### src/rtoe_pkg.sv
// Package for the two-objective Rastrigin evaluator: payload types, constants and
// the quarter-wave sine polynomial coefficients. No dependencies.
`default_nettype none
package rtoe_pkg;
	localparam int MAX_VARS  = 1024;
	localparam int FRAC_BITS = 12;
	localparam int CNT_W     = $clog2(MAX_VARS + 1);
	localparam int SUM_W     = 32;
	localparam int ROOT_SH   = 56 - FRAC_BITS;

	localparam logic [16:0] SIN_A = 17'd102944;
	localparam logic [15:0] SIN_B = 16'd42334;
	localparam logic [12:0] SIN_C = 13'd5223;
	localparam logic [8:0]  SIN_D = 9'd307;

	typedef struct packed {
		logic signed [15:0] x_value;
		logic               is_last;
	} in_item_t;

	typedef struct packed {
		logic [15:0] obj_first;
		logic [15:0] obj_second;
		logic        overflow;
	} out_item_t;

	// closed vector handed from the accumulator to the finishing unit
	typedef struct packed {
		logic [SUM_W-1:0] sum_plain;
		logic [SUM_W-1:0] sum_shifted;
		logic [CNT_W-1:0] count;
		logic             saturated;
	} vec_sums_t;
endpackage
`default_nettype wire

### src/rtoe_term.sv
// Rastrigin term of one variable, five register stages.
// Depends on rtoe_pkg.
`default_nettype none
module rtoe_term (
	input  wire                   clk,
	input  wire signed [17:0]     y,
	output logic [33:0]           term
);
	import rtoe_pkg::*;

	logic [17:0] mag;
	logic [15:0] p;
	logic [14:0] u_c;
	logic [29:0] u2_full;
	// stage 1
	logic [14:0] u_s1;
	logic [1:0]  q_s1;
	logic [33:0] sq_s1;
	// stage 2
	logic [14:0] u_s2, u2_s2;
	logic [1:0]  q_s2;
	logic [33:0] sq_s2;
	logic [13:0] t1_s2;
	// stage 3
	logic [14:0] u_s3, u2_s3;
	logic [1:0]  q_s3;
	logic [33:0] sq_s3;
	logic [16:0] t2_s3;
	// stage 4
	logic [14:0] u_s4;
	logic [1:0]  q_s4;
	logic [33:0] sq_s4;
	logic [17:0] t3_s4;
	logic [31:0] m2, m3;
	logic [33:0] m4;
	logic [17:0] s_c;
	logic signed [15:0] cos_c;
	logic [18:0] wave;
	logic [36:0] wsh;

	assign mag = y[17] ? 18'(-y) : 18'(y);
	assign p = 16'(({4'd0, y[FRAC_BITS-1:0]} << (16 - FRAC_BITS)) + 16'd16384);
	assign u_c = p[14] ? 15'(15'd16384 - {1'b0, p[13:0]}) : {1'b0, p[13:0]};
	assign u2_full = u_s1 * u_s1;

	always_ff @(posedge clk) begin
		u_s1  <= u_c;
		q_s1  <= p[15:14];
		sq_s1 <= 34'((36'(mag) * 36'(mag)) >> FRAC_BITS);
		u_s2  <= u_s1;
		q_s2  <= q_s1;
		sq_s2 <= sq_s1;
		u2_s2 <= u2_full[28:14];
		t1_s2 <= 14'(14'(SIN_C) - 14'((u2_full[28:14] * 24'(SIN_D)) >> 14));
		u_s3  <= u_s2;
		q_s3  <= q_s2;
		sq_s3 <= sq_s2;
		u2_s3 <= u2_s2;
		t2_s3 <= 17'(17'(SIN_B) - 17'(m2 >> 14));
		u_s4  <= u_s3;
		q_s4  <= q_s3;
		sq_s4 <= sq_s3;
		t3_s4 <= 18'(18'(SIN_A) - 18'(m3 >> 14));
		term  <= 34'(sq_s4 + 34'(wsh >> 14));
	end

	assign m2 = 32'(u2_s2) * 32'(t1_s2);
	assign m3 = 32'(u2_s3) * 32'(t2_s3);
	assign m4 = 34'(u_s4) * 34'(t3_s4);
	assign s_c = (m4[33:16] > 18'd16384) ? 18'd16384 : m4[33:16];
	assign cos_c = q_s4[1] ? -16'(s_c) : 16'(s_c);
	assign wave = 19'(19'd10 * 19'(17'sd16384 - 17'(cos_c)));
	assign wsh = 37'(wave) << FRAC_BITS;
endmodule
`default_nettype wire

### src/rtoe_front.sv
// Front end: accepts variables, computes both terms and keeps the running sums;
// a closed vector is pushed to a two-entry queue. Depends on rtoe_pkg, rtoe_term.
`default_nettype none
module rtoe_front (
	input  wire                   clk,
	input  wire                   arst_n,
	input  wire                   valid,
	output logic                  stall,
	input  rtoe_pkg::in_item_t    data,
	output logic                  q_valid,
	input  wire                   q_pop,
	output rtoe_pkg::vec_sums_t   q_data
);
	import rtoe_pkg::*;
	localparam int LAT = 5;

	logic              acc;
	logic [LAT-1:0]    v_sh_q, l_sh_q;
	logic [33:0]       tp, ts;
	logic [SUM_W-1:0]  sp_q, ss_q;
	logic [CNT_W-1:0]  cnt_q;
	logic              sat_q;
	logic [1:0]        fill_q;
	logic [2:0]        inflight;
	vec_sums_t         ent_q [2];
	logic              rd_q, wr_q;
	logic [SUM_W-1:0]  sp_n, ss_n;
	logic [CNT_W-1:0]  cnt_n;
	logic              sat_n, push;
	logic [34:0]       ap, as_;

	// stall while queue could not absorb every closing item in flight
	always_comb begin
		inflight = 3'(fill_q) + 3'($countones(v_sh_q & l_sh_q));
	end
	assign stall = (inflight >= 3'd2);
	assign acc = valid && !stall;

	rtoe_term u_tp (.clk(clk), .y(18'(data.x_value)), .term(tp));
	rtoe_term u_ts (.clk(clk),
		.y(18'(18'(data.x_value) - 18'(3 << (FRAC_BITS - 1)))), .term(ts));

	always_ff @(posedge clk or negedge arst_n) begin
		if (!arst_n) begin
			v_sh_q <= '0;
			l_sh_q <= '0;
		end else begin
			v_sh_q <= {v_sh_q[LAT-2:0], acc};
			l_sh_q <= {l_sh_q[LAT-2:0], acc & data.is_last};
		end
	end

	// accumulate with saturation
	assign ap = 35'(sp_q) + 35'(tp);
	assign as_ = 35'(ss_q) + 35'(ts);
	always_comb begin
		sp_n = sp_q; ss_n = ss_q; cnt_n = cnt_q; sat_n = sat_q;
		if (cnt_q >= CNT_W'(MAX_VARS)) begin
			sat_n = 1'b1;
		end else begin
			sp_n = (ap > 35'hFFFFFFFF) ? '1 : ap[SUM_W-1:0];
			ss_n = (as_ > 35'hFFFFFFFF) ? '1 : as_[SUM_W-1:0];
			cnt_n = cnt_q + 1'b1;
		end
	end
	assign push = v_sh_q[LAT-1] & l_sh_q[LAT-1];

	always_ff @(posedge clk or negedge arst_n) begin
		if (!arst_n) begin
			sp_q <= '0; ss_q <= '0; cnt_q <= '0; sat_q <= 1'b0;
			fill_q <= '0; rd_q <= 1'b0; wr_q <= 1'b0;
		end else begin
			if (v_sh_q[LAT-1]) begin
				if (push) begin
					sp_q <= '0; ss_q <= '0; cnt_q <= '0; sat_q <= 1'b0;
				end else begin
					sp_q <= sp_n; ss_q <= ss_n; cnt_q <= cnt_n; sat_q <= sat_n;
				end
			end
			if (push) wr_q <= ~wr_q;
			if (q_pop) rd_q <= ~rd_q;
			fill_q <= 2'(fill_q + 2'(push) - 2'(q_pop));
		end
	end

	always_ff @(posedge clk) begin
		if (push) ent_q[wr_q] <= '{sum_plain: sp_n, sum_shifted: ss_n,
			count: cnt_n, saturated: sat_n};
	end

	assign q_valid = (fill_q != 2'd0);
	assign q_data = ent_q[rd_q];
endmodule
`default_nettype wire

### config.mk
export PLATFORM = sky130hd
export DESIGN_NAME = rtoe_front
export DESIGN_NICKNAME = d
export VERILOG_FILES = /design/src/rtoe_pkg.sv /design/src/rtoe_term.sv /design/src/rtoe_front.sv
export SDC_FILE = /design/constraint.sdc
export NUM_CORES = 2
export LEC_CHECK = 0
export BUFFER_PORTS_ARGS = -buffer_cell sky130_fd_sc_hd__buf_2
export CORE_UTILIZATION = 32
export CTS_CLUSTER_DIAMETER = 40
export DETAILED_ROUTE_END_ITERATION = 10
export GPL_ROUTABILITY_DRIVEN = 1
export GPL_TIMING_DRIVEN = 0
export SLEW_MARGIN = 20
export SYNTH_ARGS = -nofsm -noshare
export SYNTH_HDL_FRONTEND = slang
export SYNTH_SLANG_ARGS = --single-unit
export TNS_END_PERCENT = 100
### constraint.sdc
create_clock -name clk -period 11.6 [get_ports clk]
set_input_delay 0.58 -clock clk [delete_from_list [all_inputs] [get_ports clk]]
set_output_delay 0.58 -clock clk [all_outputs]
set_load 0.01 [all_outputs]
[After elaboration in Yosys (flattened, before gate mapping)]
Memories as Yosys holds them, arrays and structs flattened.
Cells that the tools add are included.
Storage, ports and cells
  flip-flop bits (word level): 644
  RAM bits: 152
  bits of input ports: 21
  output and inout port bits: 78
  logic and storage cells: 125
  memories: 1
Memories
  ent_q: words 2, width 76, read ports 1, clocked after Yosys merged registers in 0, write ports 1, line rtoe_front.sv:25  | vec_sums_t ent_q [2];
Cells by class
  add/subtract/negate cells: 29
  multiply operators: 14
  $lt $le $gt $ge: 6
  muxes and demuxes: 20
  bitwise operators: 5
  reduce and logical (&&, ||, !) cells: 3
Operator list (count)
  two-way mux 32 bit: 6
  multiplier 18 x 18 -> 36 bit: 2
  adder 32 x 34 -> 35 bit: 2
  greater-than comparator 35 x 32 -> 1 bit (second input constant): 2
  multiplier 15 x 18 -> 33 bit: 2
  multiplier 15 x 17 -> 32 bit: 2
  two-way mux 16 bit: 4
  multiplier 15 x 14 -> 29 bit: 2
  multiplier 15 x 15 -> 29 bit: 2
  adder 24 x 17 -> 25 bit: 2
  multiplier 15 x 9 -> 24 bit (second input constant): 2
  multiplier 3 x 19 -> 18 bit (first input constant): 2
  two-way mux 18 bit: 2
  subtractor 17 x 18 -> 18 bit (first input constant): 2
  greater-than comparator 17 x 15 -> 1 bit (second input constant): 2
  subtractor 16 x 15 -> 17 bit (first input constant): 2
  subtractor 16 x 16 -> 17 bit (first input constant): 2
  adder 16 x 15 -> 16 bit (second input constant): 2
  negator 16 bit: 2
  subtractor 15 x 14 -> 15 bit (first input constant): 2
  two-way mux 14 bit: 2
  subtractor 13 x 10 -> 14 bit (first input constant): 2
  two-way mux 11 bit: 2
  negator 16 -> 18 bit: 1
  other kinds (18): 24

[Logic depth before layout (Yosys ltp)]
  depth after elaboration: 9
  depth in mapped cells: 56
  mapped depth without buffers: 53

[Hierarchy]
A second synthesis with hierarchy kept.
Unflattened totals
  cells, all modules: 10380
  area total of the unflattened synthesis: 98729.7 um^2
Modules (own cells, without submodules)
  rtoe_term at u_ts: instances 1, cells an instance 4589, area an instance 42578.3 um^2
  rtoe_term at u_tp: instances 1, cells an instance 4521, area an instance 42345.6 um^2
  rtoe_front: instances 1, cells an instance 1270, area an instance 13805.7 um^2

[Worst setup path after synthesis]
Ideal clock, no wire load.
  kind: reg-to-reg
  start: register, netlist name u_tp.u_s4[8]
  end: register u_ts.term[20]
  data arrival time: 12.059 ns
  data required time: 11.528 ns
  setup slack: -0.532 ns
  stages on the path, launching flop included: 49
  path buffers: 2
  cells stage by stage: dfxtp_1 clkbuf_1 clkbuf_1 nand2_1 fa_1 fa_1 inv_1 fa_1 fa_1 fa_1 ha_1 ha_1 nand2_1 o21a_1 or4_4 o2111a_2 or4_4 a32oi_4 (+13 left out) a21o_1 a21oi_1 o21bai_1 a21oi_1 o21bai_1 a21oi_1 o21ai_0 or4_1 and3_1 o21a_1 nor2_1 xnor2_1 xnor2_1 ha_1 or2_2 o31a_1 nand4_1 xnor2_1
RTL lines
  to (signal assigned): line rtoe_term.sv:64  | term <= 34'(sq_s4 + 34'(wsh >> 14));
  to (decl): line rtoe_term.sv:7  | output logic [33:0] term

[Worst setup path after layout]
  start: register u_ts.t3_s4[4]
  end: register u_ts.term[20]
On the way
  word-level cells in the longest chain between the ends: 8
Ends and longest elaborated chain
  from (decl): line rtoe_term.sv:33  | logic [17:0] t3_s4;
  from (signal assigned): line rtoe_term.sv:63  | t3_s4 <= 18'(18'(SIN_A) - 18'(m3 >> 14));
  multiplier 15 x 18 -> 33 bit (*): line rtoe_term.sv:69  | assign m4 = 34'(u_s4) * 34'(t3_s4);
  greater-than comparator 17 x 15 -> 1 bit: line rtoe_term.sv:70  | assign s_c = (m4[33:16] > 18'd16384) ? 18'd16384 : m4[33:16];
  two-way mux 16 bit (*): line rtoe_term.sv:70
  negator 16 bit: line rtoe_term.sv:71  | assign cos_c = q_s4[1] ? -16'(s_c) : 16'(s_c);
  two-way mux 16 bit (*): line rtoe_term.sv:71
  subtractor 16 x 16 -> 17 bit (*): line rtoe_term.sv:72  | assign wave = 19'(19'd10 * 19'(17'sd16384 - 17'(cos_c)));
  multiplier 3 x 19 -> 18 bit (*): line rtoe_term.sv:72
  adder 24 x 17 -> 25 bit (*): line rtoe_term.sv:64
Every way passes the cells marked *; elsewhere a longest branch is shown, timed or not.
A chain may end at the register's enable or synchronous reset.

==> reports/results.tsv <==
metric	value	unit
fillers	20700	
final_cell_mix	inv_1 (1,298), fa_1 (976), ha_1 (783)	
final_common_cell	inv_1	
synth_mux_area_share	1.57	%
vias	47900	
clock_skew	0.0464	ns
drive_above_1_share	10.1	%
grt_antenna_before_repair	17	
routed_via_density	4.70	
syn_to_final_growth	14.9	%
grt.total_usage	15.5	%
multi_input_area	49400	µm²
port_buffers	93	
synth_compound_area_share	8.26	%
clock-sinks	611	
finalCritPeriodShare	98.9	%
crit_path_top_delay_cell	fa_2	
critPathRequiredTime	12.21	ns
dieArea	214000	µm²
cts_root_buf	clkbuf_16	
drv_cap	0	
wl_per_cell	16.0	µm
path_class	flop to flop	
highest_layer	met5	
relSlewSlack	27.6	%
fin_util	37.1	%
hold_violations	0	
cts_tree	yes	
seq_area	14300	µm²
synthSimpleGateAreaFrac	12.2	%
drt-pass1-iter-count	6	
outcome	completed	
gp_congestion	0.879	
cp_max_fo	8	
whs	0.128	ns
cp_data_arrival_time	12.08	ns
hpwl	134000	µm
finalSetupTns	0	ns
core	210000	µm²
initial_utilization	32.3	%
die_w	462	µm
grt_max_degree	74	
setup_viol	0	
synth_seq_cells	611	
ioPinCount	99	
met1_length	78900	µm
yosysSeqAreaShare	21.0	%
wirelength	163000	µm
synthXorXnorAreaFrac	4.37	%
nets	9139	
htreeDepth	3	
worst_pin_slew	1.08	ns
synthArstFlopShare	14.7	%
dr.first_iter.drc_count	2958	
max_freq	0.0872	GHz
synth_area	67700	µm²
wl_met3	11000	µm
yosysWarnings	0	
drcViolationCount	0	
cpPeakStageDelay	0.61	ns
synth.distinct_cells	105	
fin_crit	11.47	ns
met2_length	71000	µm
worstSkewPairLatency	0.69	ns
synthAdderAreaFrac	44.3	%
synth_top_family_by_area	adder cells	
grt_pass1_vias	49900	
rows	168	
ant_nets	0	
grt_overflow	0	
rsz0062_at_grt	yes	
synth_edf_count	152	
synth_ff_type	dfxtp_1	
numCtsBuffers	84	
synth_area_per_cell	9.81	µm²
cts_max_path_buffers	3	
synthCells	6906	
report.final.slew_viol_count	0	
cpMostUsedCell	ha_4	
clkTransAtPathRegs	0.06	ns
worstSetupEndpointType	flop	
grt_pass1_wl	266000	µm
die_y	462	µm
start_kind	flop	
hold_path_class	input pin to flop	
-- path summary, 6_finish.rpt --
check                                from             end  slack [ns]  cells past startpoint
max                         u_ts.t3_s4[4]   u_ts.term[20]        0.13                     47
min                               data[0]       l_sh_q[0]        0.13                      2
max reg2reg                 u_ts.t3_s4[4]   u_ts.term[20]        0.13                     47
min reg2reg                u_ts.sq_s1[21]  u_ts.sq_s2[21]        0.32                      0
max in group asynchronous          arst_n       fill_q[0]       10.59                      3
min in group asynchronous          arst_n        sp_q[15]        0.33                      2
-- worst max-delay path, delay by kind of cell, from the launching register on --
kind                       cells  cell delay, ns
adders and majority gates     11            4.11
xor gates and xnor gates       3            0.47
AOI/OAI and AO/OA             15            2.55
and+or+nand+nor               14            3.40
DFF                            1            0.37
buffers and inverters          4            0.47
-- cells by family (layout without fill, tap and decap cells) --
kind of cell | count (synthesis) | after routing
and+or+nand+nor | 1718 | 1718
AOI/OAI and AO/OA | 826 | 826
adders and majority gates | 1804 | 1804
other | 2 | 121
buffers and inverters | 1513 | 1878
muxes | 95 | 95
xor gates and xnor gates | 337 | 337
DFF | 611 | 611
-- cells in the mapped netlist (9+ instances only) --
cell	count	area (µm²)
nand2b_1	24	150
or2_2	21	131
edfxtp_1	152	4560
a211oi_1	27	203
o31a_1	9	78.8
a31oi_1	35	219
o21a_1	43	323
dfrtp_1	90	2250
buf_1	12	45.0
a22o_1	12	105
o22ai_1	44	275
and3_1	41	257
a21o_1	74	556
a21boi_0	10	75.1
nand4_1	27	169
clkinv_1	15	56.3
dfxtp_1	369	7390
nor3_1	74	370
a21oi_1	227	1140
nor2b_1	43	269
fa_1	987	19800
o21ai_0	106	531
clkbuf_1	172	646
ha_1	817	10200
xnor2_1	234	2050
o211ai_1	16	120
nor3b_1	12	90.1
nand2_1	647	2430
nor4_1	9	56.3
a2bb2oi_1	10	87.6
xor2_1	102	893
a211o_1	9	78.8
nand3_1	62	310
o31ai_1	20	150
o2111ai_1	9	78.8
mux2_2	88	991
nor2_1	340	1280
and2_1	337	2110
or3_1	32	200
o21bai_1	44	330
and4_1	10	87.6
a31o_2	26	228
inv_1	1306	4900
-- layer usage --
| metal | vias up | track usage [%] |
|---|---|---|
| met5 | - | 0 |
| met4 | 18 | 2.41 |
| met3 | 176 | 2.78 |
| met2 | 1190 | 24.2 |
| met1 | 23800 | 22.6 |
| li1 | 22800 | - |
-- metrics by stage --
| stage | worst slack, ns | cells | cell area [µm²] |
|---|---|---|---|
| after detailed placement | -2.06 | 9926 | 72400 |
| after global routing | -0.251 | 10200 | 77800 |
| after CTS | 0.00369 | 10100 | 76900 |
| final | 0.133 | 10200 | 77800 |
| after floorplan | 0.00702 | 7019 | 68200 |
| after global placement | -2.05 | 9917 | 72200 |
-- layout make-up --
class | count | area share, %
multi-input cells | 4895 | 63.4
diodes | 6 | 0.0193
flip-flops and latches | 611 | 18.3
clock inverters | 53 | 0.976
inverters | 1322 | 6.39
well taps | 2805 | 4.51
plain buffers | 185 | 1.39
repair buffers | 215 | 2.04
clock buffers | 103 | 2.95
-- timing repair --
action,in CTS,in global routing
hold buffers,2,0
setup buffers,59,47
pin swaps,86,110
gates cloned,3,2
gates resized for setup,199,131
hold endpoints to repair,18,0
endpoints found under the setup margin,30,31
-- registers in the layout (all words and copies together) (netlist names), 14 cells and up --
| name | flops |
|---|---|
| u_ts.sq_s2 | 24 |
| u_tp.sq_s3 | 24 |
| u_tp.sq_s1 | 24 |
| u_ts.term | 25 |
| sp_q | 32 |
| u_tp.sq_s4 | 24 |
| u_ts.t3_s4 | 17 |
| u_ts.sq_s3 | 24 |
| ent_q | 152 |
| u_ts.u2_s3 | 14 |
| u_tp.t2_s3 | 15 |
| u_tp.sq_s2 | 24 |
| u_ts.sq_s4 | 24 |
| u_ts.u2_s2 | 14 |
| u_ts.sq_s1 | 24 |
| ss_q | 32 |
| u_tp.term | 25 |
Power is left out: the tool's default activity adds up to more than one toggle a clock period on the data nets, which glitch-free logic cannot reach.
